## config.mk

```make
export PLATFORM = sky130hd
export DESIGN_NAME = stepper_ramp_step_generator
export DESIGN_NICKNAME = d
export VERILOG_FILES = /design/src/rtl/stp_pkg.sv /design/src/rtl/stp_div.sv /design/src/rtl/stepper_ramp_step_generator.sv
export SDC_FILE = /design/constraint.sdc
export NUM_CORES = 2
export LEC_CHECK = 0
export BUFFER_PORTS_ARGS = -buffer_cell sky130_fd_sc_hd__buf_2
export CAP_MARGIN = 20
export CORE_MARGIN = 8
export CORE_UTILIZATION = 50
export DETAILED_ROUTE_END_ITERATION = 6
export PLACE_DENSITY = 0.69
export SETUP_SLACK_MARGIN = 0.2
export SLEW_MARGIN = 5
export SYNTH_ARGS = -nofsm -noshare
export SYNTH_HDL_FRONTEND = slang
export SYNTH_HIERARCHICAL = 1
export SYNTH_SLANG_ARGS = --single-unit
```

## constraint.sdc

```tcl
create_clock -name clk -period 7.5 [get_ports clk]
set_input_delay 0.75 -clock clk [delete_from_list [all_inputs] [get_ports clk]]
set_output_delay 0.75 -clock clk [all_outputs]
set_load 0.02 [all_outputs]
```

## src/rtl/stp_pkg.sv

```systemverilog
// ----------------------------------------------------------------------------
// stp_pkg
// shared widths, codes and reset values of the stepper ramp step generator
// ----------------------------------------------------------------------------
package stp_pkg;

    localparam int SPD_W  = 10;
    localparam int NUM_W  = 20;
    localparam int HP_W   = 16;
    localparam int TIME_W = 32;
    localparam int IVL_W  = 16;
    localparam int MASK_W = 4;
    localparam int CFG_IDX_W  = 3;
    localparam int CFG_DATA_W = 20;

    typedef logic [1:0]          op_t;
    typedef logic [SPD_W-1:0]    speed_t;
    typedef logic [HP_W-1:0]     half_period_t;
    typedef logic [TIME_W-1:0]   time_t;

    localparam op_t OP_SET_TARGET = 2'd0;
    localparam op_t OP_ESTOP      = 2'd1;
    localparam op_t OP_RAMP_TICK  = 2'd2;
    localparam op_t OP_STEP_TICK  = 2'd3;

    localparam logic [CFG_IDX_W-1:0] CFG_MAX_SPEED  = 3'd0;
    localparam logic [CFG_IDX_W-1:0] CFG_ACCEL_STEP = 3'd1;
    localparam logic [CFG_IDX_W-1:0] CFG_RAMP_IVL   = 3'd2;
    localparam logic [CFG_IDX_W-1:0] CFG_DIR_INVERT = 3'd3;
    localparam logic [CFG_IDX_W-1:0] CFG_HP_NUMER   = 3'd4;

    localparam speed_t              MAX_SPEED_RST  = 10'd800;
    localparam speed_t              ACCEL_STEP_RST = 10'd50;
    localparam logic [IVL_W-1:0]    RAMP_IVL_RST   = 16'd50;
    localparam logic [MASK_W-1:0]   DIR_INVERT_RST = 4'd10;
    localparam logic [NUM_W-1:0]    HP_NUMER_RST   = 20'd500000;
    localparam half_period_t        HALF_PERIOD_RST = 16'd1000;

endpackage

```

## src/rtl/stp_div.sv

```systemverilog
// ----------------------------------------------------------------------------
// stp_div
// restoring divider, one quotient bit per cycle, numerator over speed
// ----------------------------------------------------------------------------
module stp_div
(
    input  logic                        clk,
    input  logic                        rst_n,
    input  logic                        start,
    input  logic [stp_pkg::NUM_W-1:0]   numer,
    input  logic [stp_pkg::SPD_W-1:0]   denom,
    output logic                        done,
    output logic [stp_pkg::NUM_W-1:0]   quot
);
    import stp_pkg::*;

    localparam logic [4:0] CNT_LAST = 5'(NUM_W - 1);

    logic             busy_reg;
    logic             done_reg;
    logic [4:0]       cnt_reg;
    logic [SPD_W-1:0] rem_reg;
    logic [SPD_W-1:0] den_reg;
    logic [NUM_W-1:0] quo_reg;

    logic [SPD_W:0]   shifted;
    logic [SPD_W:0]   diff;
    logic             ge;

    assign shifted = {rem_reg, quo_reg[NUM_W-1]};
    assign ge      = shifted >= {1'b0, den_reg};
    assign diff    = shifted - {1'b0, den_reg};

    always_ff @(posedge clk or negedge rst_n)
    begin
        if (!rst_n)
        begin
            busy_reg <= 1'b0;
            done_reg <= 1'b0;
            cnt_reg  <= '0;
        end
        else
        begin
            done_reg <= 1'b0;
            if (start)
            begin
                busy_reg <= 1'b1;
                cnt_reg  <= '0;
            end
            else if (busy_reg)
            begin
                cnt_reg <= cnt_reg + 5'd1;
                if (cnt_reg == CNT_LAST)
                begin
                    busy_reg <= 1'b0;
                    done_reg <= 1'b1;
                end
            end
        end
    end

    always_ff @(posedge clk)
    begin
        if (start)
        begin
            quo_reg <= numer;
            rem_reg <= '0;
            den_reg <= denom;
        end
        else if (busy_reg)
        begin
            rem_reg <= ge ? diff[SPD_W-1:0] : shifted[SPD_W-1:0];
            quo_reg <= {quo_reg[NUM_W-2:0], ge};
        end
    end

    assign done = done_reg;
    assign quot = quo_reg;

endmodule

```

## src/rtl/stepper_ramp_step_generator.sv

```systemverilog
// ----------------------------------------------------------------------------
// stepper_ramp_step_generator
// stepper channels with linear speed ramps, step toggling and status beats
// ----------------------------------------------------------------------------
// sequence: set target / stop pass S_CMD and S_OUT, step tick visits each motor in S_STEP,
//   ramp tick runs S_RAMP_CHK and S_RAMP_UPD per motor, with a divider wait per due motor
// throughput: one beat at a time; the motor loop and the shared divider set it
// a finished beat waits in the output register while the next one is taken
// reset: asynchronous; motor state, config, sequencer and output valid back to power-up values
// ----------------------------------------------------------------------------
module stepper_ramp_step_generator
#(
    parameter int NUM_MOTORS = 4
)
(
    input  logic                              clk,
    input  logic                              rst_n,
    // config write port
    input  logic                              cfg_we,
    input  logic [stp_pkg::CFG_IDX_W-1:0]     cfg_index,
    input  logic [stp_pkg::CFG_DATA_W-1:0]    cfg_data,
    // input beats
    input  logic                              s_axis_tvalid,
    output logic                              s_axis_tready,
    // motor[1:0], target_speed[11:2], reverse[12], time_now[44:13], zero pad
    input  logic [47:0]                       s_axis_tdata,
    // operation[1:0]
    input  logic [1:0]                        s_axis_tuser,
    // result beats
    output logic                              m_axis_tvalid,
    input  logic                              m_axis_tready,
    // step_lines[3:0], dir_lines[7:4], running_lines[11:8], motor_speed[21:12],
    // motor_steps[53:22], motor_half_period[69:54], zero pad
    output logic [71:0]                       m_axis_tdata
);
    import stp_pkg::*;

    localparam int IDX_W = (NUM_MOTORS > 1) ? $clog2(NUM_MOTORS) : 1;
    localparam logic [IDX_W-1:0] IDX_LAST = IDX_W'(NUM_MOTORS - 1);
    localparam logic [4:0]       NUM_M5   = 5'(NUM_MOTORS);

    localparam logic [2:0] S_IDLE     = 3'd0;
    localparam logic [2:0] S_CMD      = 3'd1;
    localparam logic [2:0] S_RAMP_CHK = 3'd2;
    localparam logic [2:0] S_RAMP_UPD = 3'd3;
    localparam logic [2:0] S_DIV      = 3'd4;
    localparam logic [2:0] S_STEP     = 3'd5;
    localparam logic [2:0] S_OUT      = 3'd6;

    // config registers
    speed_t             max_speed_reg;
    speed_t             accel_step_reg;
    logic [IVL_W-1:0]   ramp_ivl_reg;
    logic [MASK_W-1:0]  dir_invert_reg;
    logic [NUM_W-1:0]   hp_numer_reg;

    // motor state
    speed_t             target_spd_reg  [NUM_MOTORS];
    speed_t             current_spd_reg [NUM_MOTORS];
    half_period_t       half_period_reg [NUM_MOTORS];
    time_t              last_step_reg   [NUM_MOTORS];
    time_t              last_ramp_reg   [NUM_MOTORS];
    logic [31:0]        step_count_reg  [NUM_MOTORS];
    logic [NUM_MOTORS-1:0] step_level_reg;
    logic [NUM_MOTORS-1:0] dir_level_reg;
    logic [NUM_MOTORS-1:0] running_reg;

    // sequencer
    logic [2:0]         state_reg, state_next;
    logic [IDX_W-1:0]   idx_reg;
    logic               due_reg;
    op_t                op_reg;
    logic [1:0]         motor_reg;
    speed_t             tspd_reg;
    logic               rev_reg;
    time_t              now_reg;

    // output register
    logic               out_valid_reg;
    logic [71:0]        out_data_reg;

    // per-motor selection
    logic [IDX_W-1:0]   sel_idx;
    logic [4:0]         mot_ext;
    logic [IDX_W-1:0]   mot_idx;
    logic               mot_valid;
    logic [4:0]         idx_ext;
    logic               inv_bit;
    speed_t             cur_sel;
    speed_t             tgt_sel;
    half_period_t       hp_sel;
    time_t              ramp_elapsed;
    time_t              step_elapsed;
    logic [SPD_W:0]     spd_up;
    speed_t             spd_gap;
    speed_t             spd_new;
    logic               step_due;
    logic               last_motor;
    logic [3:0]         step_lines;
    logic [3:0]         dir_lines;
    logic [3:0]         run_lines;

    // divider
    logic               div_start;
    logic               div_done;
    logic [NUM_W-1:0]   div_quot;
    half_period_t       hp_sat;

    assign mot_ext   = {3'b000, motor_reg};
    assign mot_idx   = mot_ext[IDX_W-1:0];
    assign mot_valid = mot_ext < NUM_M5;
    assign sel_idx   = (state_reg == S_OUT) ? mot_idx : idx_reg;
    assign idx_ext   = 5'(idx_reg);
    assign inv_bit   = (idx_ext < 5'd4) ? dir_invert_reg[idx_ext[1:0]] : 1'b0;
    assign last_motor = idx_reg == IDX_LAST;

    assign cur_sel = current_spd_reg[sel_idx];
    assign tgt_sel = target_spd_reg[sel_idx];
    assign hp_sel  = half_period_reg[sel_idx];

    assign ramp_elapsed = now_reg - last_ramp_reg[idx_reg];
    assign step_elapsed = now_reg - last_step_reg[idx_reg];
    assign step_due = running_reg[idx_reg] && (hp_sel != '0)
                      && (step_elapsed >= TIME_W'(hp_sel));

    assign spd_up  = {1'b0, cur_sel} + {1'b0, accel_step_reg};
    assign spd_gap = cur_sel - tgt_sel;

    always_comb
    begin
        if (cur_sel < tgt_sel)
            spd_new = (spd_up > {1'b0, tgt_sel}) ? tgt_sel : spd_up[SPD_W-1:0];
        else if (cur_sel > tgt_sel)
            spd_new = (spd_gap > accel_step_reg) ? (cur_sel - accel_step_reg) : tgt_sel;
        else
            spd_new = cur_sel;
    end

    assign div_start = (state_reg == S_RAMP_UPD) && due_reg && (spd_new != '0);
    assign hp_sat = (|div_quot[NUM_W-1:HP_W]) ? {HP_W{1'b1}} : div_quot[HP_W-1:0];

    stp_div u_div
    (
        .clk   (clk),
        .rst_n (rst_n),
        .start (div_start),
        .numer (hp_numer_reg),
        .denom (spd_new),
        .done  (div_done),
        .quot  (div_quot)
    );

    genvar g;
    generate
        for (g = 0; g < 4; g++)
        begin : g_lines
            if (g < NUM_MOTORS)
            begin : g_on
                assign step_lines[g] = step_level_reg[g];
                assign dir_lines[g]  = dir_level_reg[g];
                assign run_lines[g]  = running_reg[g];
            end
            else
            begin : g_off
                assign step_lines[g] = 1'b0;
                assign dir_lines[g]  = 1'b0;
                assign run_lines[g]  = 1'b0;
            end
        end
    endgenerate

    assign s_axis_tready = state_reg == S_IDLE;

    always_comb
    begin
        state_next = state_reg;
        case (state_reg)
            S_IDLE:
            begin
                if (s_axis_tvalid)
                begin
                    case (s_axis_tuser)
                        OP_RAMP_TICK: state_next = S_RAMP_CHK;
                        OP_STEP_TICK: state_next = S_STEP;
                        default:      state_next = S_CMD;
                    endcase
                end
            end
            S_CMD:      state_next = S_OUT;
            S_RAMP_CHK: state_next = S_RAMP_UPD;
            S_RAMP_UPD:
            begin
                if (div_start)
                    state_next = S_DIV;
                else
                    state_next = last_motor ? S_OUT : S_RAMP_CHK;
            end
            S_DIV:
            begin
                if (div_done)
                    state_next = last_motor ? S_OUT : S_RAMP_CHK;
            end
            S_STEP:
            begin
                if (last_motor)
                    state_next = S_OUT;
            end
            S_OUT:
            begin
                if (!out_valid_reg || m_axis_tready)
                    state_next = S_IDLE;
            end
            default:    state_next = S_IDLE;
        endcase
    end

    // config writes
    always_ff @(posedge clk or negedge rst_n)
    begin
        if (!rst_n)
        begin
            max_speed_reg  <= MAX_SPEED_RST;
            accel_step_reg <= ACCEL_STEP_RST;
            ramp_ivl_reg   <= RAMP_IVL_RST;
            dir_invert_reg <= DIR_INVERT_RST;
            hp_numer_reg   <= HP_NUMER_RST;
        end
        else if (cfg_we)
        begin
            case (cfg_index)
                CFG_MAX_SPEED:  max_speed_reg  <= cfg_data[SPD_W-1:0];
                CFG_ACCEL_STEP: accel_step_reg <= cfg_data[SPD_W-1:0];
                CFG_RAMP_IVL:   ramp_ivl_reg   <= cfg_data[IVL_W-1:0];
                CFG_DIR_INVERT: dir_invert_reg <= cfg_data[MASK_W-1:0];
                CFG_HP_NUMER:   hp_numer_reg   <= cfg_data[NUM_W-1:0];
                default: ;
            endcase
        end
    end

    // sequencer and motor state
    always_ff @(posedge clk or negedge rst_n)
    begin
        if (!rst_n)
        begin
            state_reg      <= S_IDLE;
            idx_reg        <= '0;
            due_reg        <= 1'b0;
            step_level_reg <= '0;
            dir_level_reg  <= '0;
            running_reg    <= '0;
            for (int i = 0; i < NUM_MOTORS; i++)
            begin
                target_spd_reg[i]  <= '0;
                current_spd_reg[i] <= '0;
                half_period_reg[i] <= HALF_PERIOD_RST;
                last_step_reg[i]   <= '0;
                last_ramp_reg[i]   <= '0;
                step_count_reg[i]  <= '0;
            end
        end
        else
        begin
            state_reg <= state_next;
            case (state_reg)
                S_IDLE:
                begin
                    idx_reg <= '0;
                end
                S_CMD:
                begin
                    if (mot_valid)
                    begin
                        if (op_reg == OP_SET_TARGET)
                        begin
                            target_spd_reg[mot_idx] <=
                                (tspd_reg > max_speed_reg) ? max_speed_reg : tspd_reg;
                        end
                        else
                        begin
                            target_spd_reg[mot_idx]  <= '0;
                            current_spd_reg[mot_idx] <= '0;
                            running_reg[mot_idx]     <= 1'b0;
                            step_level_reg[mot_idx]  <= 1'b0;
                        end
                    end
                end
                S_RAMP_CHK:
                begin
                    due_reg <= ramp_elapsed >= TIME_W'(ramp_ivl_reg);
                end
                S_RAMP_UPD:
                begin
                    if (due_reg)
                    begin
                        last_ramp_reg[idx_reg]   <= now_reg;
                        current_spd_reg[idx_reg] <= spd_new;
                        if (spd_new == '0)
                        begin
                            running_reg[idx_reg]    <= 1'b0;
                            step_level_reg[idx_reg] <= 1'b0;
                        end
                        else
                        begin
                            dir_level_reg[idx_reg] <= rev_reg ^ inv_bit;
                        end
                    end
                    if (!div_start && !last_motor)
                        idx_reg <= idx_reg + 1'b1;
                end
                S_DIV:
                begin
                    if (div_done)
                    begin
                        half_period_reg[idx_reg] <= hp_sat;
                        running_reg[idx_reg]     <= 1'b1;
                        if (!last_motor)
                            idx_reg <= idx_reg + 1'b1;
                    end
                end
                S_STEP:
                begin
                    if (step_due)
                    begin
                        last_step_reg[idx_reg]  <= now_reg;
                        step_level_reg[idx_reg] <= ~step_level_reg[idx_reg];
                        if (!step_level_reg[idx_reg])
                            step_count_reg[idx_reg] <= step_count_reg[idx_reg] + 32'd1;
                    end
                    if (!last_motor)
                        idx_reg <= idx_reg + 1'b1;
                end
                default: ;
            endcase
        end
    end

    // captured input beat
    always_ff @(posedge clk)
    begin
        if (s_axis_tvalid && s_axis_tready)
        begin
            op_reg    <= s_axis_tuser;
            motor_reg <= s_axis_tdata[1:0];
            tspd_reg  <= s_axis_tdata[11:2];
            rev_reg   <= s_axis_tdata[12];
            now_reg   <= s_axis_tdata[44:13];
        end
    end

    // result register
    always_ff @(posedge clk or negedge rst_n)
    begin
        if (!rst_n)
        begin
            out_valid_reg <= 1'b0;
        end
        else if (state_reg == S_OUT && (!out_valid_reg || m_axis_tready))
        begin
            out_valid_reg <= 1'b1;
        end
        else if (m_axis_tready)
        begin
            out_valid_reg <= 1'b0;
        end
    end

    always_ff @(posedge clk)
    begin
        if (state_reg == S_OUT && (!out_valid_reg || m_axis_tready))
        begin
            out_data_reg <= {2'b00,
                             mot_valid ? hp_sel : '0,
                             mot_valid ? step_count_reg[mot_idx] : 32'd0,
                             mot_valid ? cur_sel : '0,
                             run_lines, dir_lines, step_lines};
        end
    end

    assign m_axis_tvalid = out_valid_reg;
    assign m_axis_tdata  = out_data_reg;

endmodule
```

Word-level counts from Yosys, hierarchy flattened
Cells that the tools add are included.

Add/sub/neg operators: 9. Multiply operators: 0. Div/mod/pow operators: 0. Magnitude comparators: 19. Eq/ne operators: 24. Shift operators: 0. Mux-type cells: 97. Bitwise logic cells: 16. Reductions and logical operators: 44.

Operator list (number): $bwmux W128 (3); $mux W32 (9); $bmux W32 S2 (4); $mux W40 (4); $mux W10 (12); $and A40 B40 Y40 (2); $bwmux W40 (2); $pmux W40 S2 (1); $bwmux W64 (1); $demux W32 S2 (1); $ge A32 B16 Y1 (2); $mux W16 (4); $sub A32 B32 Y32 (2); $bmux W10 S2 (2); $demux W10 S2 (2); $mux W20 (2); $mux W4 (10); $not A40 Y40 (1); $add A32 B1 Y32 const B (1); $bmux W16 S2 (1); $demux W16 S2 (1); $gt A10 B10 Y1 (3); $sub A10 B10 Y10 (3); $pmux W4 S3 (2); 49 further kinds (134).

Register bits: 771. Latch bits: 0. Memory bits (writable): 0. Bits in read-only memories: 0. Output and inout bits: 74. Memories kept: 0.

Logic depth before layout (Yosys ltp)
Depth after elaboration: 17. Mapped depth: 36. Mapped depth without buffers: 30.

By module
The synthesis kept the hierarchy.

Modules (own cells, without submodules): stepper_ramp_step_generator (instances 1, cells each 3536, area each 38679.6 um2); stp_div (instances 1, cells each 195, area each 2386.0 um2).

Worst setup path after synthesis
Ideal clock, no wire load.

Path type: reg-to-reg. Start: register state_reg[0]. End: register u_div.quo_reg[0] (netlist: u_div/quot[0]), enable pin. Setup time: 0.338 ns. Data arrival time: 7.619 ns. Path slack: -0.457 ns. Cell stages (with the launch flop): 34. Cell sequence: dfrtp_1 -> and3b_1 -> buf_6 -> mux2i_4 -> buf_4 -> buf_2 -> buf_1 -> nand2_1 -> a31oi_1 -> inv_1 -> ha_1 -> fa_1 -> nand2b_1 -> a21oi_1 -> o21a_1 -> o21ai_0 -> nand2b_1 -> a21oi_1 -> xnor2_1 -> ha_1 -> nand3_1 -> nor2_1 -> a41oi_1 -> a21boi_1 -> mux2_2 -> mux2_2 -> or4_1 -> or4_4 -> o211ai_2 -> inv_1 -> clkbuf_1 -> clkbuf_1 -> nor2_1 -> inv_1.

Word-level cells in the longest chain between the ends: 14.

Ends and longest elaborated chain: start: declaration (line stepper_ramp_step_generator.sv:69) `logic [2:0] state_reg, state_next;`; start signal: assignment (line stepper_ramp_step_generator.sv:264) `state_reg <= state_next;`; $eq A3 B3 Y1 * (line stepper_ramp_step_generator.sv:112) `assign sel_idx = (state_reg == S_OUT) ? mot_idx : idx_reg;`; $mux W2 * (line stepper_ramp_step_generator.sv:112); $not A2 Y3 (implied by the code) * (line stepper_ramp_step_generator.sv:117) `assign cur_sel = current_spd_reg[sel_idx];`; $bmux W10 S2 * (line stepper_ramp_step_generator.sv:117); $mux W10 (implied by the code) * (2 in series) (line stepper_ramp_step_generator.sv:117); net cur_sel[0] (line stepper_ramp_step_generator.sv:89) `speed_t cur_sel;`; $sub A10 B10 Y10 (line stepper_ramp_step_generator.sv:127) `assign spd_gap = cur_sel - tgt_sel;`; $gt A10 B10 Y1 (line stepper_ramp_step_generator.sv:134) `spd_new = (spd_gap > accel_step_reg) ? (cur_sel - accel_step_reg) : tgt_sel;`; $mux W10 (line stepper_ramp_step_generator.sv:134); $mux W10 (line stepper_ramp_step_generator.sv:133) `else if (cur_sel > tgt_sel)`; $mux W10 * (line stepper_ramp_step_generator.sv:131) `if (cur_sel < tgt_sel)`; $reduce_bool A10 Y1 * (line stepper_ramp_step_generator.sv:139) `assign div_start = (state_reg == S_RAMP_UPD) && due_reg && (spd_new != '0);`; $logic_and A1 B1 Y1 * (line stepper_ramp_step_generator.sv:139); net div_start (line stepper_ramp_step_generator.sv:104) `logic div_start;`; $reduce_bool A2 Y1 (no line) *; end signal: assignment (line stp_div.sv:66) `quo_reg <= numer;`; end signal: assignment (line stp_div.sv:73) `quo_reg <= {quo_reg[NUM_W-2:0], ge};`; end: declaration (line stp_div.sv:24) `logic [NUM_W-1:0] quo_reg;`.

The timed path passes the listed nets; every way through them passes the cells marked *. The select of a mux whose other input is x is not followed. A chain may end at the register's enable or synchronous reset.

Worst setup path after layout
Start: register state_reg[0]. End: register u_div.rem_reg[5].

Word-level cells in the longest chain between the ends: 13.

Ends and longest elaborated chain: $eq A3 B3 Y1 (line stepper_ramp_step_generator.sv:112); $mux W2 (line stepper_ramp_step_generator.sv:112); $not A2 Y3 (implied by the code) (line stepper_ramp_step_generator.sv:117, stepper_ramp_step_generator.sv:118); $bmux W10 S2 (on tied branches) (line stepper_ramp_step_generator.sv:117, stepper_ramp_step_generator.sv:118); $mux W10 (on tied branches) (2 in series) (line stepper_ramp_step_generator.sv:117, stepper_ramp_step_generator.sv:118); $sub A10 B10 Y10 (line stepper_ramp_step_generator.sv:127); $gt A10 B10 Y1 (line stepper_ramp_step_generator.sv:134); $mux W10 (line stepper_ramp_step_generator.sv:134); $mux W10 (line stepper_ramp_step_generator.sv:133); $mux W10 (line stepper_ramp_step_generator.sv:131); $reduce_bool A10 Y1 (line stepper_ramp_step_generator.sv:139); $logic_and A1 B1 Y1 * (line stepper_ramp_step_generator.sv:139); net div_start (line stepper_ramp_step_generator.sv:104); end signal: assignment (line stp_div.sv:72) `rem_reg <= ge ? diff[SPD_W-1:0] : shifted[SPD_W-1:0];`; end: declaration (line stp_div.sv:22) `logic [SPD_W-1:0] rem_reg;`.

Marked as above.

==> impl_results.md <==
* Total CTS buffers at 85
* Reg-to-reg startpoint: state_reg[0]
* Via count of the first global-routing pass at 29.4k
* Cell area after synthesis at 41100 µm²
* Starting density of the core at 50.3%
* Peak clock frequency supported by timing at 0.142 GHz
* Max VDD drop at about 0.00043 V
* Setup-failing EPs final at 0
* Type of element launching the critical path: flop
* Number of flip-flops and latches in the synthesized netlist at 771
* Initial antenna violation count at 2
* Launch point of the critical path: state_reg[0]
* Worst setup path endpoint: u_div/rem_reg[5]
* Worst EP arrival at 7.56 ns
* CTS tree: done
* Total length of routed wires at 107000 µm
* Pre-CTS worst setup slack at approximately 0.15 ns
* Vias per cell at 5.85
* X dimension of the die at 303 µm
* Total Negative Setup Slacks at 0 ns
* Worst setup EP type: flop
* H-tree levels at 3
* Required time of the critical path at 8.03 ns
* Grt total ovfl at 0
* Wire length of the first global-routing pass at 169000 µm
* Root Buffer Master: sky130_fd_sc_hd__clkbuf_16
* Post-detail-place hpwl at 71700 µm
* Net count reported at finish at 4127
* Unrepaired setup endpoints after global routing: no
* Critical path's slowest cell: sky130_fd_sc_hd__or4_1
* Overall track demand over capacity in global routing at 23.3%
* Max-slew headroom at the worst pin at 28.3%
* Slew at the pin closest to its max-slew limit at 1.07 ns
* Largest stage delay, worst path at 0.51 ns
* Insertion delay of the later-clocked pin in the worst-skew pair at around 0.66 ns
* Largest net degree at the start of global routing at 147
* Reg clk slew, reported paths at 0.06 ns
* Share of synthesized registers carrying an async set or reset at 79.6%
* Commonest non-fill, non-tap cells in the layout: 698 x sky130_fd_sc_hd__nand2_1, 569 x sky130_fd_sc_hd__dfrtp_1, 228 x sky130_fd_sc_hd__mux2_1
* Boundary Pins at 152
* Worst reg2reg setup slack at 0.47 ns
* Remaining design rule violation count at 0
* Number of instances in the synthesized netlist at 3731
* Number of warning messages in the yosys log at 6
* Status: complete, no violations
* Crit Path Class: reg -> reg
* Number of nets with antenna violations after detailed routing at 0
* Number of vias after detailed routing at 29.3k
* Cell leakage power at ~21 nW
* Number of slew-limit violations in the final report at 0
* Distinct cell type count after synthesis at 95
* Core area at approximately 82000 µm²
* Power density over the cells at 456 nW/µm²
* Post-layout worst setup margin at 0.474 ns
* Cell row count at 105
* Relative area change from synthesis to final layout at 12.8%
* Destination of the worst register-to-register timing path: u_div/rem_reg[5]
* Period minus WS final at 7.03 ns
* Cell count of the worst reg-to-reg path at 28
* Syn_area_per_cell at 11.0 µm²
* WL per Instance at 21.2 µm
* Count of flip-flops with a built-in enable after synthesis at 147
* Synth Flop Type: sky130_fd_sc_hd__dfrtp_1
* Number of violations of the max-capacitance limit at 0
* Vertical die dimension at 303 µm
* Layout cell share with drive strength beyond 1 at 17.9%
* Worst clock skew on the final layout at 0.0478 ns
* Number of clock sinks seen by CTS at 771
* Final hold viol count at 0
* Register area share after synthesis at 48.8%
* Diode count at 0
* CP max FO at 32
* Number of buffers inserted by port buffering at 146
* Number of DRC violations after detailed-routing iteration 0 at 2454
* Number of search-and-repair iterations in the first detailed-routing pass at 7
* CTS Buffer Depth at 3
* Min-Delay Path Class: in -> async
* Die area at 91600 µm²
* Most common library cell in the layout ignoring fill and taps: sky130_fd_sc_hd__nand2_1
* Post-route fraction of the period consumed by the critical path at 93.7%
* GPL Wtd Cong at a little over 0.9
[synthesized netlist by cell type (9+ instances only)]
cell                         n  area, µm²
sky130_fd_sc_hd__nand2_1   698       2620
sky130_fd_sc_hd__dfrtp_1   572      14300
sky130_fd_sc_hd__mux2_1    228       2570
sky130_fd_sc_hd__o21ai_0   216       1080
sky130_fd_sc_hd__inv_1     196        736
sky130_fd_sc_hd__ha_1      168       2100
sky130_fd_sc_hd__nor2_1    164        616
sky130_fd_sc_hd__edfxtp_1  147       4410
sky130_fd_sc_hd__a21oi_1   131        656
sky130_fd_sc_hd__mux4_2    129       2910
sky130_fd_sc_hd__clkbuf_1  124        465
sky130_fd_sc_hd__mux2_2    106       1190
sky130_fd_sc_hd__mux2i_1    75        751
sky130_fd_sc_hd__xnor2_1    70        613
sky130_fd_sc_hd__dfstp_2    42       1100
sky130_fd_sc_hd__nor3_1     38        190
sky130_fd_sc_hd__buf_2      37        185
sky130_fd_sc_hd__nand3_1    35        175
sky130_fd_sc_hd__and3_1     34        213
sky130_fd_sc_hd__a31oi_1    29        181
sky130_fd_sc_hd__nand4_1    29        181
sky130_fd_sc_hd__a21o_1     28        210
sky130_fd_sc_hd__o21a_1     28        210
sky130_fd_sc_hd__nand2b_1   26        163
sky130_fd_sc_hd__o31ai_1    25        188
sky130_fd_sc_hd__a211oi_1   22        165
sky130_fd_sc_hd__xor2_1     21        184
sky130_fd_sc_hd__nor2b_1    18        113
sky130_fd_sc_hd__nor3b_1    18        135
sky130_fd_sc_hd__o211ai_1   17        128
sky130_fd_sc_hd__a22o_1     16        140
sky130_fd_sc_hd__and2_1     15       93.8
sky130_fd_sc_hd__buf_1      15       56.3
sky130_fd_sc_hd__o21bai_1   12       90.1
sky130_fd_sc_hd__nor4_1     11       68.8
sky130_fd_sc_hd__dfxtp_1    10        200
sky130_fd_sc_hd__a211o_1     9       78.8
sky130_fd_sc_hd__o31a_1      9       78.8
sky130_fd_sc_hd__or4_1       9       67.6
[logic make-up (layout without fill, tap and decap cells)]
kind of cell	after synthesis	in the layout	share of synthesized area, %
compound gates	632	632	9.77
other cells	1	2	0.00913
mux	541	541	18.2
fa+ha+maj	174	174	5.41
flops	771	771	48.8
buf+inv	379	594	3.67
simple gates	1142	1142	12.2
xor+xnor	91	91	1.94
[cell type report]
cell class,instances,area [µm²]
inverter,196,738
fill,6839,35400
multi-input combinational,2582,19700
clock buffer,128,2480
sequential,771,20000
clock inverter,31,348
tap,1070,1340
timing repair buffer,239,1650
[critical path, delay by kind of cell, from the launching register on]
kind,cells,cell delay (ns)
fa+ha+maj,2,0.66
flops,1,0.39
simple gates,6,1.59
compound gates,10,1.96
buf+inv,5,0.80
xor+xnor,1,0.16
mux,4,1.28
[metrics by stage]
| step | instance area (µm²) | total power, mW | utilization [%] | std cells | hold WS, ns |
|---|---|---|---|---|---|
| finish | 46300 | 21.1 | 56.7 | 5017 | 0.140 |
| global route | 46300 | 22.5 | 56.7 | 5017 | 0.221 |
| CTS | 46100 | 20.9 | 56.5 | 5011 | 0.181 |
| detailed placement | 43300 | 16.7 | 53.0 | 4850 | 0.436 |
| global placement | 43300 | 16.5 | 53.0 | 4850 | 0.432 |
| floorplan | 41100 | 13.5 | - | 3732 | 0.419 |
[where the power goes]
group          internal [mW]  switching, mW  leakage (nW)
registers               5.35          0.542          9.65
logic                   4.42           6.65          10.1
clock network           2.42           1.76          1.38
[what timing repair did]
item                       CTS  global route
pin swaps                    2             5
setup endpoints to repair    2           152
hold buffers                 0             0
buffers inserted             2             2
resized for setup            3            11
[per-layer routing]
layer / share of wire (%) / track usage (%)
met1: 44 / 32.2
met2: 46 / 36.8
met3: 6.0 / 3.84
met4: 4.1 / 9.35
met5: 0 / 0
[worst min-delay path by stage]
stage	slack (ns)	cells past startpoint	end
after global placement	0.43	0	m_axis_tdata[4]
final	0.14	1	accel_step_reg[3]
after detailed placement	0.44	0	m_axis_tdata[4]
after floorplan	0.42	0	m_axis_tdata[4]
after CTS	0.18	1	accel_step_reg[3]
after global routing	0.22	1	max_speed_reg[4]
Power figures use the tool's default switching activity.
